### src/design/vdi_pkg.sv
// ----------------------------------------------------------------------------
// Vertex dedup indexer package
// Shared defaults, register map and the control word sent to the cells.
// ----------------------------------------------------------------------------
package vdi_pkg;

   // Default sizing
   localparam int MAX_WORDS_DEF     = 8;
   localparam int TABLE_ENTRIES_DEF = 1024;
   localparam int NUM_CELLS_DEF     = 32;

   // Vertex words present on the request port
   localparam int IN_WORDS = 8;
   localparam int WORD_W   = 32;

   // Register map
   localparam int         CSR_ADDR_W            = 3;
   localparam logic [2:0] CSR_ADDR_VERTEX_WORDS = 3'd0;
   localparam logic [3:0] VERTEX_WORDS_RESET    = 4'd8;

   // Result index width
   localparam int OUT_IDX_W = 10;

   // Control word broadcast from the sequencer to every cell
   typedef struct packed {
      logic search_start;
      logic scan_en;
      logic wr_en;
   } cell_ctrl_type;

endpackage

### src/design/vdi_ctrl.sv
// ----------------------------------------------------------------------------
// Vertex dedup indexer sequencer
// Canonicalizes the vertex, steps the bank scan, waits out the result
// chain, then reports the match, appends the vertex or flags a full table.
// ----------------------------------------------------------------------------
module vdi_ctrl #(
   parameter int MAX_WORDS     = 8,
   parameter int TABLE_ENTRIES = 1024,
   parameter int NUM_CELLS     = 32,
   parameter int DEPTH         = 32,
   parameter int SLOT_W        = 5,
   parameter int CELL_W        = 5,
   parameter int GIDX_W        = 11,
   parameter int COUNT_W       = 11
) (
   input  logic                                                clock,
   input  logic                                                reset,
   input  logic                                                start,
   output logic                                                busy,
   input  logic                                                req_op,
   input  logic [vdi_pkg::IN_WORDS*vdi_pkg::WORD_W-1:0]        req_words,
   input  logic [3:0]                                          vertex_words,
   output vdi_pkg::cell_ctrl_type                              cell_ctrl,
   output logic [SLOT_W-1:0]                                   slot,
   output logic [CELL_W-1:0]                                   wr_sel,
   output logic [MAX_WORDS*vdi_pkg::WORD_W-1:0]                query,
   output logic [MAX_WORDS-1:0]                                mask,
   output logic [COUNT_W-1:0]                                  count,
   input  logic                                                link_found,
   input  logic [GIDX_W-1:0]                                   link_idx,
   output logic                                                rsp_strobe,
   output logic [vdi_pkg::OUT_IDX_W-1:0]                       rsp_unique_index,
   output logic                                                rsp_is_new,
   output logic                                                rsp_table_full
);
   import vdi_pkg::*;

   localparam int VW     = MAX_WORDS * WORD_W;
   localparam int WAIT_W = $clog2(NUM_CELLS + 1);

   localparam logic [31:0] ABS_MASK  = 32'h7FFF_FFFF;
   localparam logic [31:0] EXP_MASK  = 32'h7F80_0000;
   localparam logic [31:0] MAN_MASK  = 32'h007F_FFFF;
   localparam logic [31:0] CANON_NAN = 32'h7FC0_0000;

   typedef enum logic [3:0] {
      ST_IDLE   = 4'b0001,
      ST_SCAN   = 4'b0010,
      ST_WAIT   = 4'b0100,
      ST_DECIDE = 4'b1000
   } state_type;

   function automatic logic [31:0] canon_word(input logic [31:0] b);
      logic [31:0] r;
      r = b;
      if ((b & ABS_MASK) == 32'd0) begin
         r = 32'd0;
      end else if (((b & EXP_MASK) == EXP_MASK) && ((b & MAN_MASK) != 32'd0)) begin
         r = CANON_NAN;
      end
      return r;
   endfunction

   state_type            state_ff, state_in;
   logic [SLOT_W-1:0]    slot_ff, slot_in;
   logic [WAIT_W-1:0]    wait_ff, wait_in;
   logic [COUNT_W-1:0]   count_ff, count_in;
   logic [SLOT_W-1:0]    ins_slot_ff, ins_slot_in;
   logic [CELL_W-1:0]    ins_sel_ff, ins_sel_in;
   logic [VW-1:0]        query_ff, query_in;
   logic [MAX_WORDS-1:0] mask_ff, mask_in;
   logic                 rsp_strobe_ff, rsp_strobe_in;
   logic [OUT_IDX_W-1:0] rsp_idx_ff, rsp_idx_in;
   logic                 rsp_new_ff, rsp_new_in;
   logic                 rsp_full_ff, rsp_full_in;

   logic [VW-1:0]           query_canon;
   logic [MAX_WORDS-1:0]    mask_new;
   logic [3:0]              n_words;
   logic [GIDX_W+9:0]       found_pad;
   logic [COUNT_W+9:0]      count_pad;

   // Canonicalize the incoming words; words past the port read as zero
   for (genvar k = 0; k < MAX_WORDS; k++) begin : g_canon
      if (k < IN_WORDS) begin : g_port
         assign query_canon[k*WORD_W +: WORD_W] = canon_word(req_words[k*WORD_W +: WORD_W]);
      end else begin : g_zero
         assign query_canon[k*WORD_W +: WORD_W] = '0;
      end
   end

   // Clamp the word count and build the compare mask
   always_comb begin
      n_words = vertex_words;
      if (vertex_words == 4'd0) begin
         n_words = 4'd1;
      end else if (vertex_words > 4'(MAX_WORDS)) begin
         n_words = 4'(MAX_WORDS);
      end
   end

   for (genvar k = 0; k < MAX_WORDS; k++) begin : g_mask
      assign mask_new[k] = (4'(k) < n_words);
   end

   assign found_pad = {10'd0, link_idx};
   assign count_pad = {10'd0, count_ff};

   // Sequencer
   always_comb begin
      state_in      = state_ff;
      slot_in       = slot_ff;
      wait_in       = wait_ff;
      count_in      = count_ff;
      ins_slot_in   = ins_slot_ff;
      ins_sel_in    = ins_sel_ff;
      query_in      = query_ff;
      mask_in       = mask_ff;
      rsp_strobe_in = 1'b0;
      rsp_idx_in    = rsp_idx_ff;
      rsp_new_in    = 1'b0;
      rsp_full_in   = 1'b0;
      cell_ctrl     = '0;
      unique case (state_ff)
         ST_IDLE: begin
            if (start) begin
               if (req_op) begin
                  // Empty the store; entries are masked by the count
                  count_in      = '0;
                  ins_slot_in   = '0;
                  ins_sel_in    = '0;
                  rsp_strobe_in = 1'b1;
                  rsp_idx_in    = '0;
               end else begin
                  query_in               = query_canon;
                  mask_in                = mask_new;
                  slot_in                = '0;
                  cell_ctrl.search_start = 1'b1;
                  state_in               = ST_SCAN;
               end
            end
         end
         ST_SCAN: begin
            cell_ctrl.scan_en = 1'b1;
            if (slot_ff == SLOT_W'(DEPTH - 1)) begin
               wait_in  = '0;
               state_in = ST_WAIT;
            end else begin
               slot_in = slot_ff + SLOT_W'(1);
            end
         end
         ST_WAIT: begin
            // Let the last bank result ripple to the chain end
            if (wait_ff == WAIT_W'(NUM_CELLS)) begin
               state_in = ST_DECIDE;
            end else begin
               wait_in = wait_ff + WAIT_W'(1);
            end
         end
         ST_DECIDE: begin
            state_in      = ST_IDLE;
            rsp_strobe_in = 1'b1;
            priority if (link_found) begin
               rsp_idx_in = found_pad[OUT_IDX_W-1:0];
            end else if (count_ff == COUNT_W'(TABLE_ENTRIES)) begin
               rsp_idx_in  = '0;
               rsp_full_in = 1'b1;
            end else begin
               // Append at the next free place
               cell_ctrl.wr_en = 1'b1;
               rsp_idx_in      = count_pad[OUT_IDX_W-1:0];
               rsp_new_in      = 1'b1;
               count_in        = count_ff + COUNT_W'(1);
               if (ins_slot_ff == SLOT_W'(DEPTH - 1)) begin
                  ins_slot_in = '0;
                  ins_sel_in  = ins_sel_ff + CELL_W'(1);
               end else begin
                  ins_slot_in = ins_slot_ff + SLOT_W'(1);
               end
            end
         end
         default: begin
            state_in = ST_IDLE;
         end
      endcase
   end

   always_ff @(posedge clock) begin
      if (reset) begin
         state_ff      <= ST_IDLE;
         count_ff      <= '0;
         ins_slot_ff   <= '0;
         ins_sel_ff    <= '0;
         rsp_strobe_ff <= 1'b0;
      end else begin
         state_ff      <= state_in;
         count_ff      <= count_in;
         ins_slot_ff   <= ins_slot_in;
         ins_sel_ff    <= ins_sel_in;
         rsp_strobe_ff <= rsp_strobe_in;
      end
   end

   always_ff @(posedge clock) begin
      slot_ff     <= slot_in;
      wait_ff     <= wait_in;
      query_ff    <= query_in;
      mask_ff     <= mask_in;
      rsp_idx_ff  <= rsp_idx_in;
      rsp_new_ff  <= rsp_new_in;
      rsp_full_ff <= rsp_full_in;
   end

   assign busy             = (state_ff != ST_IDLE);
   assign slot             = (state_ff == ST_DECIDE) ? ins_slot_ff : slot_ff;
   assign wr_sel           = ins_sel_ff;
   assign query            = query_ff;
   assign mask             = mask_ff;
   assign count            = count_ff;
   assign rsp_strobe       = rsp_strobe_ff;
   assign rsp_unique_index = rsp_idx_ff;
   assign rsp_is_new       = rsp_new_ff;
   assign rsp_table_full   = rsp_full_ff;

endmodule

### config.mk
export PLATFORM = sky130hd
export DESIGN_NAME = vdi_ctrl
export DESIGN_NICKNAME = d
export VERILOG_FILES = /design/src/design/vdi_pkg.sv /design/src/design/vdi_ctrl.sv
export SDC_FILE = /design/constraint.sdc
export NUM_CORES = 1
export LEC_CHECK = 0
export BUFFER_PORTS_ARGS = -buffer_cell sky130_fd_sc_hd__buf_2
export CORE_AREA = 2 2 226 228
export CTS_CLUSTER_SIZE = 8
export DETAILED_ROUTE_END_ITERATION = 16
export DIE_AREA = 0 0 228 230
export GPL_ROUTABILITY_DRIVEN = 1
export GPL_TIMING_DRIVEN = 0
export HOLD_SLACK_MARGIN = 0.06
export PLACE_DENSITY = 0.6
export SLEW_MARGIN = 20
export SYNTH_ARGS = -nofsm -noshare
export SYNTH_HDL_FRONTEND = slang
export SYNTH_SLANG_ARGS = --single-unit
### constraint.sdc
create_clock -name clock -period 21.2 [get_ports clock]
set_clock_uncertainty 0.15 [all_clocks]
set_input_delay 4.24 -clock clock [delete_from_list [all_inputs] [get_ports clock]]
set_output_delay 4.24 -clock clock [all_outputs]
set_load 0.02 [all_outputs]
==> impl_results.md, run 1 <==
* Worst-case hold slack at 0.358 ns
* GR Layer Usage met3 at 0.0516
* GRT met2 Usage at 0.301
* Number of design rule violations left after detail routing at 0
* Worst Setup Start Kind: primary input
* Register area at 9120 um^2
* Run status: finished, final reports clean
* Starting density of the core at 0.263
* Design Power at 1.60 mW
* Buffers from clock root to sink, at most at 3
* Area of the core region at 49900 um^2
* Routed wirelength normalized by instance count at 20.0 um
* Number of sinks handled by clock tree synthesis at 313
* Post-synthesis net count at 1248
* Total count of hold-check failures in the final report at 0
* Cell type group with the largest total delay on the critical path: buffers and inverters
* Setup slack, reg-to-reg at 18.06 ns
* Total routing usage reported by global routing at 0.168
* Synth area leaders: sky130_fd_sc_hd__edfxtp_1, sky130_fd_sc_hd__nor3b_1, sky130_fd_sc_hd__dfxtp_1
* Async SR Flop Fraction at 0
* Worst min path class: register to register
* Antenna violations before repair at 15
* Warnings, synthesis at 0
* Max VDD drop at 0.0000708 V
* Worst-path cell with the longest stage delay: sky130_fd_sc_hd__nor2_4
* Leading cell types by count after synthesis: sky130_fd_sc_hd__edfxtp_1, sky130_fd_sc_hd__nor3b_1, sky130_fd_sc_hd__clkbuf_1, sky130_fd_sc_hd__nor4_1, sky130_fd_sc_hd__nand2_1
* Root buf cell: sky130_fd_sc_hd__clkbuf_16
* Yosys top cell by area: sky130_fd_sc_hd__edfxtp_1
* Setup repair after global routing missed its margin: false
* Startpoint of the most critical setup path: req_op
* Worst path required time at 16.81 ns
* Yosys top cell area share at 0.652
* Time the final worst path needs with I/O delays and setup at 10.46 ns
* Final weighted congestion of routability-driven global placement at 0.999
* DR pass1 iterations at 5
* Sequential cell area fraction in the yosys report at 0.695
* Busiest metal layer after global routing: met2
* Final period util at 0.493
* Static Leak at 7.04 nW
* Cells on worst reg2reg path at 4
* Filler cells at 4956
* Buffers plus inverters on the worst setup path at 6
* Clock-pin slew reported for the worst setup and hold paths after clock tree synthesis at 0.06 ns
* Pwr dens at 87.3 nW/um^2
* Number of H-tree levels at 2
* Fraction of power spent switching nets at 0.252
* Critical path capture point: cell_ctrl[2]
* Die width at 228 um
* Internal at 1.19 mW
* Fmax at 95.6 MHz
* Antenna Nets Post-Route at 0
* Vias post-DR at 10700
* CTS buffer count at 45
* Headroom to the max-slew limit at 0.326
* Routed WL at 45500 um
* Number of nets in the layout at 1880
* Number of resized instances in the post-cts repair step at 0
* Multi-input gate area in the final layout at 3520 um^2
* Count of pins on the block boundary at 578
* Largest incremental delay on the critical path at 0.47 ns
* Global-route congestion overflow total at 0
* Largest fanout on the critical path at 25
* Global-route track usage on met1 at 0.191
* Number of hold buffers added after cts at 0
* Number of synthesized flops with an enable pin at 285
* Buffers added on ports at 574
* Synth-to-Final Area Change at 39.6%
* Most used cell, CP: sky130_fd_sc_hd__buf_16
* Max-slew violation count at 0
* Vias in the first global route at 10800
* Kind of end point of the critical path: output pin
* Portion of total power attributed to combinational logic at 0.138
* Setup bufs post-CTS at 0
* Fraction of final layout cells sized beyond drive strength 1 at 0.412
* Mean area per synthesized cell at 13.6 um^2
* Share of total power in the clock network at 0.397
* Die area at 52400 um^2
* Startpoint of the worst-slack reg-to-reg timing path: state_ff[3]$_SDFFE_PP0P_
* Total setup violations reported at the end of the flow at 0
* Commonest register cell after synthesis: sky130_fd_sc_hd__edfxtp_1
* Rows at 82
* Clock latency reported for the late side of the worst-skew pair at 0.54 ns
* Netlist area before placement at 13100 um^2
* Worst Setup Path Type: primary input to output pin
* First-pass GRT wire length at 67000 um
* Number of logic stages on the critical path including buffering at 8
* CP arrival at 6.07 ns
* First-iteration detailed-routing DRC count at 491
* Pin count of the biggest net entering global routing at 29
* TritonCTS clock tree: yes
* Ordered list of cells on the worst path: buf_2 -> nand2b_1 -> nor2_4 -> buf_16 -> buf_16 -> buf_16 -> buf_16 -> buf_2
* Max-cap violations at 0
* Netlist cell types at 55
* Detail Placement HPWL at 36500 um
* Slew of the pin with the lowest slew margin at 1.01 ns
* End of the worst register-to-register path: rsp_unique_index[2]$_SDFFCE_PN0P_
* Die H at 230 um
* Post-DR vias/cell at 4.69
* Most instantiated library cell after synthesis: sky130_fd_sc_hd__edfxtp_1
* Psw at 0.404 mW
* Reg power frac at 0.465
* Flops & latches, synth at 313
* Post-synthesis cell count at 963
==> sequential cells by signal, indices dropped and copies added (netlist names) <==
register / flops
query: 256
rsp_strobe: 1
state_ff: 4
wr_sel: 5
wait_ff: 6
count: 11
rsp_is_new: 1
rsp_unique_index: 10
ins_slot_ff: 5
slot_ff: 5
rsp_table_full: 1
mask: 8
==> cell type report <==
cell class	instances	area share
Antenna cell	4	0.000547
Timing Repair Buffer	585	0.171
Multi-Input combinational cell	526	0.192
Tap cell	672	0.0459
Inverter	8	0.00164
Sequential cell	313	0.498
Clock buffer	55	0.0653
Buffer	116	0.0249
==> cell families after synthesis <==
family | count (synthesis) | share of synthesized area
other cells | 1 | 0.000286
flops | 313 | 0.695
xor+xnor | 6 | 0.00401
compound gates | 70 | 0.0399
buf+inv | 124 | 0.0371
fa+ha+maj | 9 | 0.00858
simple gates | 434 | 0.210
mux | 6 | 0.00458
==> how the worst min path moves through the flow <==
stage | startpoint | endpoint | slack, ns | depth (start not counted)
5_1_grt | ins_slot_ff[4]$_SDFFE_PP0P_ | ins_slot_ff[4]$_SDFFE_PP0P_ | 0.40 | 2
6_report | ins_slot_ff[3]$_SDFFE_PP0P_ | ins_slot_ff[3]$_SDFFE_PP0P_ | 0.36 | 2
2_1_floorplan | ins_slot_ff[3]$_SDFFE_PP0P_ | ins_slot_ff[3]$_SDFFE_PP0P_ | 0.32 | 2
4_1_cts | ins_slot_ff[3]$_SDFFE_PP0P_ | ins_slot_ff[3]$_SDFFE_PP0P_ | 0.35 | 2
3_5_place_dp | ins_slot_ff[3]$_SDFFE_PP0P_ | ins_slot_ff[3]$_SDFFE_PP0P_ | 0.35 | 2
3_3_place_gp | ins_slot_ff[3]$_SDFFE_PP0P_ | ins_slot_ff[3]$_SDFFE_PP0P_ | 0.35 | 2
==> power groups by stage <==
stage	clock network, mW	registers, mW	logic [mW]
after floorplan	0	0.828	0.0572
after global placement	0	0.785	0.206
after detailed placement	0	0.755	0.222
after CTS	0.654	0.744	0.223
after global routing	0.677	0.747	0.236
final	0.635	0.743	0.220
==> cell usage in the layout (no fill, tap or decap), types with 4 or more instances in the layout <==
| cell type | netlist | routed |
|---|---|---|
| sky130_fd_sc_hd__a21oi_1 | 12 | 12 |
| sky130_fd_sc_hd__a32o_1 | 8 | 8 |
| sky130_fd_sc_hd__and3_1 | 4 | 4 |
| sky130_fd_sc_hd__buf_12 | 0 | 5 |
| sky130_fd_sc_hd__buf_16 | 0 | 6 |
| sky130_fd_sc_hd__buf_2 | 5 | 579 |
| sky130_fd_sc_hd__clkbuf_1 | 108 | 116 |
| sky130_fd_sc_hd__clkbuf_16 | 0 | 46 |
| sky130_fd_sc_hd__dfxtp_1 | 28 | 28 |
| sky130_fd_sc_hd__diode_2 | 0 | 4 |
| sky130_fd_sc_hd__edfxtp_1 | 285 | 285 |
| sky130_fd_sc_hd__ha_1 | 9 | 9 |
| sky130_fd_sc_hd__inv_1 | 6 | 6 |
| sky130_fd_sc_hd__mux2i_1 | 6 | 6 |
| sky130_fd_sc_hd__nand2_1 | 44 | 44 |
| sky130_fd_sc_hd__nand2b_1 | 4 | 4 |
| sky130_fd_sc_hd__nand3_1 | 14 | 14 |
| sky130_fd_sc_hd__nand4_1 | 30 | 30 |
| sky130_fd_sc_hd__nor2_1 | 36 | 35 |
| sky130_fd_sc_hd__nor3_1 | 26 | 26 |
| sky130_fd_sc_hd__nor3b_1 | 186 | 186 |
| sky130_fd_sc_hd__nor4_1 | 60 | 60 |
| sky130_fd_sc_hd__o21a_1 | 8 | 8 |
| sky130_fd_sc_hd__o21ai_0 | 12 | 12 |
| sky130_fd_sc_hd__o311ai_0 | 4 | 4 |
| sky130_fd_sc_hd__o31ai_1 | 6 | 6 |
| sky130_fd_sc_hd__or2_2 | 9 | 9 |
==> metrics by stage <==
step / area [um^2] / setup slack, ns / setup TNS (ns) / utilization / std cells
3_5_place_dp: 17100 / 10.72 / 0 / 0.343 / 2220
5_1_grt: 18300 / 10.62 / 0 / 0.367 / 2279
6_report: 18300 / 10.74 / 0 / 0.367 / 2279
4_1_cts: 18300 / 10.72 / 0 / 0.367 / 2275
3_3_place_gp: 16800 / -5.42 / -97.06 / 0.338 / 2209
2_1_floorplan: 13100 / 1.22 / 0 / - / 963
==> worst register-to-register path: stages (launching register included) <==
cell and delay, ns:
sky130_fd_sc_hd__dfxtp_1 0.43, sky130_fd_sc_hd__nor4b_2 0.86, sky130_fd_sc_hd__clkbuf_1 0.47, sky130_fd_sc_hd__a21oi_1 0.12
sky130_fd_sc_hd__nor2_1 0.73
==> layer usage <==
metal	vias to the layer above	wire length [um]
met2	487	23400
met3	87	3580
met1	5169	17300
met4	0	1180
li1	4954	-
met5	-	0
No activity file was read; power rests on OpenSTA's default activity.
==> run 2, diff against run 1 <==
ABC_AREA = 1   (was not set)
CORE_AREA = 2 2 227 229   (was 2 2 226 228)
DIE_AREA = 0 0 229 231   (was 0 0 228 230)
PLACE_DENSITY = 0.62   (was 0.6)
clock period = 8.85 ns   (was 21.2 ns; I/O delays follow)
==> run 2 against run 1 <==
Compared with the run above:
- non-clock buffer count decreased by 23
- sequential share of layout area down 1.0 points
- register-to-register slack worse by 12 ns
- via count rose by 4.3%
- core utilization is 0.19 points higher
- first-iteration DRC count is 32% higher
==> impl_results.md, run 2 <==
* Vias in the first global route at 11100
* Rows at 83
* Die H at 231 um
* Share of total power in the clock network at 0.435
* Post-DR vias/cell at 4.29
* Most instantiated library cell after synthesis: sky130_fd_sc_hd__edfxtp_1
* Buffers from clock root to sink, at most at 3
* Max-cap violations at 0
* Starting density of the core at 0.264
* Worst hold path startpoint: ins_slot_ff[4]$_SDFFE_PP0P_
* Clock latency reported for the late side of the worst-skew pair at 0.56 ns
* Post-synthesis cell count at 1267
* Largest fanout on the critical path at 26
* TritonCTS clock tree: yes
* Filler cells at 5118
* Pwr dens at 200 nW/um^2
* Number of hold buffers added after cts at 0
* Worst path required time at 6.93 ns
* Vias post-DR at 11200
* Commonest register cell after synthesis: sky130_fd_sc_hd__edfxtp_1
* Die area at 52900 um^2
* Count of pins on the block boundary at 578
* Setup bufs post-CTS at 0
* Setup slack, reg-to-reg at 6.15 ns
* Global-route congestion overflow total at 0
* DR pass1 iterations at 6
* Root buf cell: sky130_fd_sc_hd__clkbuf_16
* Run status: finished, final reports clean
* Fraction of final layout cells sized beyond drive strength 1 at 0.365
* Number of H-tree levels at 2
* Antenna Nets Post-Route at 0
* Startpoint of the worst-slack reg-to-reg timing path: state_ff[2]$_SDFFE_PP0P_
* Detail Placement HPWL at 34200 um
* Total setup violations reported at the end of the flow at 0
* Worst Hold Depth at 2
* Flops & latches, synth at 313
* Total routing usage reported by global routing at 0.154
* Worst-case hold slack at 0.350 ns
* Max VDD drop at 0.0000988 V
* Max-slew violation count at 0
* Worst Setup Path Type: primary input to output pin
* Post-synthesis net count at 1552
* Kind of end point of the critical path: output pin
* Leading cell types by count after synthesis: sky130_fd_sc_hd__edfxtp_1, sky130_fd_sc_hd__nor2_1, sky130_fd_sc_hd__inv_1, sky130_fd_sc_hd__nand2_1, sky130_fd_sc_hd__clkbuf_1
* Buffers plus inverters on the worst setup path at 6
* Psw at 0.909 mW
* Setup repair after global routing missed its margin: false
* CTS buffer count at 46
* Routed WL at 42700 um
* Max reg flops at 256
* Cell type group with the largest total delay on the critical path: buffers and inverters
* Pin count of the biggest net entering global routing at 30
* Routed wirelength normalized by instance count at 16.4 um
* Synth area leaders: sky130_fd_sc_hd__edfxtp_1, sky130_fd_sc_hd__nor2_1, sky130_fd_sc_hd__inv_1
* Warnings, synthesis at 0
* End of the worst register-to-register path: query[211]$_SDFFCE_PP0P_
* Area of the core region at 50700 um^2
* CP arrival at 3.43 ns
* Cells on worst reg2reg path at 8
* Slew of the pin with the lowest slew margin at 0.610 ns
* Number of resized instances in the post-cts repair step at 0
* Synth-to-Final Area Change at 39.7%
* Number of design rule violations left after detail routing at 0
* Die width at 229 um
* Netlist area before placement at 13400 um^2
* Headroom to the max-slew limit at 0.590
* Number of synthesized flops with an enable pin at 285
* Static Leak at 8.38 nW
* Time the final worst path needs with I/O delays and setup at 5.35 ns
* Largest incremental delay on the critical path at 0.48 ns
* Total count of hold-check failures in the final report at 0
* Number of sinks handled by clock tree synthesis at 313
* Worst min path class: register to register
* Mean area per synthesized cell at 10.6 um^2
* Clock-pin slew reported for the worst setup and hold paths after clock tree synthesis at 0.05 ns
* Worst-path cell with the longest stage delay: sky130_fd_sc_hd__nor2_4
* Most common cell after layout, fill and taps aside: sky130_fd_sc_hd__buf_2
* Ordered list of cells on the worst path: buf_2 -> inv_1 -> nand3_1 -> nor2_4 -> buf_12 -> buf_12 -> buf_16 -> buf_2
* Filler-free cell count of the finished design at 2602
* Yosys top cell area share at 0.639
* Fmax at 187 MHz
* Async SR Flop Fraction at 0
* Sequential cell area fraction in the yosys report at 0.681
* Worst Setup Start Kind: primary input
* Buffers added on ports at 574
* Internal at 2.84 mW
* Yosys top cell by area: sky130_fd_sc_hd__edfxtp_1
* Reg power frac at 0.459
* First-pass GRT wire length at 62800 um
* Number of nets in the layout at 2185
* Fraction of power spent switching nets at 0.243
* Netlist cell types at 33
* Final weighted congestion of routability-driven global placement at 0.911
* Cell count after placement at 2532
* First-iteration detailed-routing DRC count at 648
* Antenna violations before repair at 11
* Final period util at 0.604
* Portion of total power attributed to combinational logic at 0.106
* Worst-case hold path end point: ins_slot_ff[4]$_SDFFE_PP0P_
* Most frequent cells in the layout: sky130_fd_sc_hd__buf_2, sky130_fd_sc_hd__edfxtp_1, sky130_fd_sc_hd__nor2_1
==> run 2: changes by cell type after synthesis, moves of 41 or more <==
cell / delta
sky130_fd_sc_hd__nor2_1: +241
sky130_fd_sc_hd__inv_1: +228
sky130_fd_sc_hd__nor3b_1: -184
sky130_fd_sc_hd__nand2_1: +80
sky130_fd_sc_hd__nor4_1: -49
sky130_fd_sc_hd__clkbuf_1: -41
==> run 2: kinds of logic (layout without fill, tap and decap cells) <==
kind of cell    Yosys count  in the layout  share of synthesized area
compound gates           53             53                     0.0225
fa+ha+maj                 9              9                    0.00841
flops                   313            313                      0.681
xor+xnor                  1              1                   0.000654
buf+inv                 330            983                      0.103
simple gates            560            560                      0.185
other cells               1              3                   0.000280
==> run 2: worst max-delay path by stage <==
| stage | end | from | cells after the start |
|---|---|---|---|
| 2_1_floorplan | cell_ctrl[2] | req_op | 3 |
| 3_3_place_gp | cell_ctrl[2] | req_op | 5 |
| 3_5_place_dp | cell_ctrl[2] | req_op | 8 |
| 4_1_cts | cell_ctrl[2] | req_op | 8 |
| 5_1_grt | cell_ctrl[2] | req_op | 8 |
| 6_report | cell_ctrl[2] | req_op | 8 |
==> run 2: worst register-to-register path, cell delays in order (launching register included) <==
cell,delay [ns]
sky130_fd_sc_hd__dfxtp_1,0.34
sky130_fd_sc_hd__nor2_2,0.18
sky130_fd_sc_hd__nand3_1,0.17
sky130_fd_sc_hd__nor2_4,0.48
sky130_fd_sc_hd__buf_16,0.23
sky130_fd_sc_hd__buf_16,0.19
sky130_fd_sc_hd__buf_12,0.22
sky130_fd_sc_hd__buf_16,0.20
sky130_fd_sc_hd__buf_12,0.21
==> run 2: cell type report <==
type / count / area (um^2) / area share
Inverter: 237 / 890 / 0.0476
Buffer: 93 / 485 / 0.0260
Antenna cell: 2 / 5.00 / 0.000268
Multi-Input combinational cell: 624 / 2910 / 0.155
Tap cell: 680 / 851 / 0.0455
Clock buffer: 63 / 1250 / 0.0666
Clock inverter: 5 / 72.6 / 0.00388
Sequential cell: 313 / 9120 / 0.488
Timing Repair Buffer: 585 / 3130 / 0.167
==> run 2: power by group through the flow <==
stage / registers, mW / logic [mW] / clock network (mW)
2_1_floorplan: 1.84 / 0.122 / 0
3_3_place_gp: 1.76 / 0.377 / 0
3_5_place_dp: 1.75 / 0.401 / 0
4_1_cts: 1.72 / 0.403 / 1.68
5_1_grt: 1.72 / 0.433 / 1.73
6_report: 1.72 / 0.399 / 1.63
==> run 2: stage by stage <==
stage | utilization | TNS (ns) | cell area, um^2 | worst slack (ns) | power (mW)
detailed placement | 0.343 | 0 | 17400 | 3.46 | 2.15
CTS | 0.369 | 0 | 18700 | 3.45 | 3.81
finish | 0.369 | 0 | 18700 | 3.50 | 3.74
floorplan | - | 0 | 13400 | 1.08 | 1.96
global placement | 0.338 | -1.50 | 17100 | -1.50 | 2.14
global route | 0.369 | 0 | 18700 | 3.36 | 3.89
==> run 2: layer usage <==
metal / global-route usage / up-vias / wire (um)
met2: 0.269 / 502 / 21300
li1: - / 5355 / -
met4: 0.0465 / 10 / 1020
met1: 0.181 / 5200 / 16400
met3: 0.0501 / 89 / 3840
met5: 0 / - / 62
==> run 3, diff against run 2 <==
clock period = 4.6 ns   (was 8.85 ns; I/O delays follow)
==> run 3 against run 2 <==
Compared with the run above:
- first-iteration DRC count grew 12%
- count of clock-buffer cells in the layout grew 2
- highest routed layer is now met4
- critical path type unchanged
- final cell count is essentially flat
==> impl_results.md, run 3 (synthesis results as in run 2) <==
* Run status: finished, final reports clean
* Starting density of the core at 0.264
* CTS buffer count at 45
* Pin count of the biggest net entering global routing at 30
* Buffers added on ports at 574
* Kind of end point of the critical path: output pin
* Antenna violations before repair at 5
* Most frequent cells in the layout: sky130_fd_sc_hd__buf_2, sky130_fd_sc_hd__edfxtp_1, sky130_fd_sc_hd__nor2_1
* Number of H-tree levels at 2
* Static Leak at 8.36 nW
* Number of resized instances in the post-cts repair step at 0
* Worst Setup Start Kind: primary input
* Number of design rule violations left after detail routing at 0
* Ordered list of cells on the worst path: buf_2 -> inv_12 -> nand3_4 -> nor2_4 -> buf_16 -> buf_16 -> buf_16 -> buf_12 -> buf_12 -> buf_2
* Filler cells at 5101
* Area of the core region at 50700 um^2
* Largest fanout on the critical path at 29
* Routed WL at 42100 um
* Worst Setup Path Type: primary input to output pin
* Startpoint of the worst-slack reg-to-reg timing path: state_ff[2]$_SDFFE_PP0P_
* Number of hold buffers added after cts at 0
* Final-layout setup total negative slack at 0 ns
* Buffers from clock root to sink, at most at 3
* Worst-case hold slack at 0.331 ns
* End of the worst register-to-register path: query[197]$_SDFFCE_PP0P_
* Setup slack, reg-to-reg at 1.86 ns
* Antenna Nets Post-Route at 0
* Internal at 5.42 mW
* Vias post-DR at 11100
* Setup repair after global routing missed its margin: false
* First-pass GRT wire length at 62300 um
* Final period util at 0.887
* Clock latency reported for the late side of the worst-skew pair at 0.54 ns
* Headroom to the max-slew limit at 0.556
* Root buf cell: sky130_fd_sc_hd__clkbuf_16
* Share of total power in the clock network at 0.428
* Total count of hold-check failures in the final report at 0
* Clock-pin slew reported for the worst setup and hold paths after clock tree synthesis at 0.05 ns
* Psw at 1.71 mW
* Pwr dens at 382 nW/um^2
* Design Power at 7.14 mW
* Post-DR vias/cell at 4.27
* Final worst-path setup slack at 0.518 ns
* Total routing usage reported by global routing at 0.153
* Synth-to-Final Area Change at 39.6%
* Global-route congestion overflow total at 0
* Die H at 231 um
* Slew of the pin with the lowest slew margin at 0.665 ns
* Worst min path class: register to register
* Die width at 229 um
* Worst hold path startpoint: ins_slot_ff[4]$_SDFFE_PP0P_
* Max reg flops at 256
* Fraction of power spent switching nets at 0.240
* Max VDD drop at 0.000201 V
* Max-cap violations at 0
* Portion of total power attributed to combinational logic at 0.108
* Utilization after layout at 0.369
* CP arrival at 3.01 ns
* Register area at 9120 um^2
* Most common cell after layout, fill and taps aside: sky130_fd_sc_hd__buf_2
* Total setup violations reported at the end of the flow at 0
* Routed wirelength normalized by instance count at 16.2 um
* DR pass1 iterations at 6
* Vias in the first global route at 11100
* Largest incremental delay on the critical path at 0.54 ns
* Count of pins on the block boundary at 578
* TritonCTS clock tree: yes
* Worst Hold Depth at 2
* Setup Slack @ Placement at 0.503 ns
* Fmax at 245 MHz
* Fraction of final layout cells sized beyond drive strength 1 at 0.365
* Worst path required time at 3.53 ns
* Reg power frac at 0.463
* Number of nets in the layout at 2184
* Number of sinks handled by clock tree synthesis at 313
* Max-slew violation count at 0
* Most used cell, CP: sky130_fd_sc_hd__buf_16
* Final weighted congestion of routability-driven global placement at 0.926
* Cells on worst reg2reg path at 8
* Worst-case hold path end point: ins_slot_ff[4]$_SDFFE_PP0P_
* Setup bufs post-CTS at 0
* Detail Placement HPWL at 33600 um
* Die area at 52900 um^2
* Multi-input gate area in the final layout at 2920 um^2
* Time the final worst path needs with I/O delays and setup at 4.08 ns
* Rows at 83
* Worst-path cell with the longest stage delay: sky130_fd_sc_hd__nor2_4
* First-iteration detailed-routing DRC count at 723
[run 3: stage by stage]
step	std cells	area, um^2
final	2603	18700
after global placement	2521	17100
after CTS	2598	18700
after floorplan	1267	13400
after detailed placement	2532	17400
after global routing	2599	18700
[run 3: power by group through the flow]
stage          Combinational (mW)  Clock [mW]  Sequential [mW]
4_1_cts                     0.780        3.15             3.31
2_1_floorplan               0.237           0             3.53
5_1_grt                     0.843        3.26             3.32
6_report                    0.773        3.06             3.31
3_5_place_dp                0.778           0             3.36
3_3_place_gp                0.732           0             3.39
[run 3: per-layer routing]
layer | global-route usage | part of all wire | up-vias
met5 | 0 | 0 | -
li1 | - | - | 5349
met3 | 0.0555 | 0.097 | 102
met4 | 0.0548 | 0.039 | 0
met2 | 0.256 | 0.47 | 515
met1 | 0.181 | 0.39 | 5153
[run 3: worst max-delay path by stage]
stage,startpoint,endpoint,slack (ns),cells past startpoint
global route,state_ff[2]$_SDFFE_PP0P_,cell_ctrl[2],0.34,9
CTS,state_ff[2]$_SDFFE_PP0P_,cell_ctrl[2],0.45,9
floorplan,req_op,cell_ctrl[2],-1.39,3
finish,req_op,cell_ctrl[2],0.52,10
detailed placement,req_op,cell_ctrl[2],0.50,10
global placement,req_op,cell_ctrl[2],-4.03,5
[run 3: area by class of cell]
| class | count | area share |
|---|---|---|
| Antenna cell | 5 | 0.000669 |
| Sequential cell | 313 | 0.488 |
| Timing Repair Buffer | 585 | 0.167 |
| Clock buffer | 65 | 0.0681 |
| Multi-Input combinational cell | 624 | 0.156 |
| Buffer | 93 | 0.0260 |
| Tap cell | 680 | 0.0455 |
| Inverter | 237 | 0.0482 |
| Clock inverter | 1 | 0.000468 |
[run 3: critical path, delay by kind of cell]
kind                   cells  cell delay [ns]
and+or+nand+nor            2             0.61
buffers and inverters      8             1.43
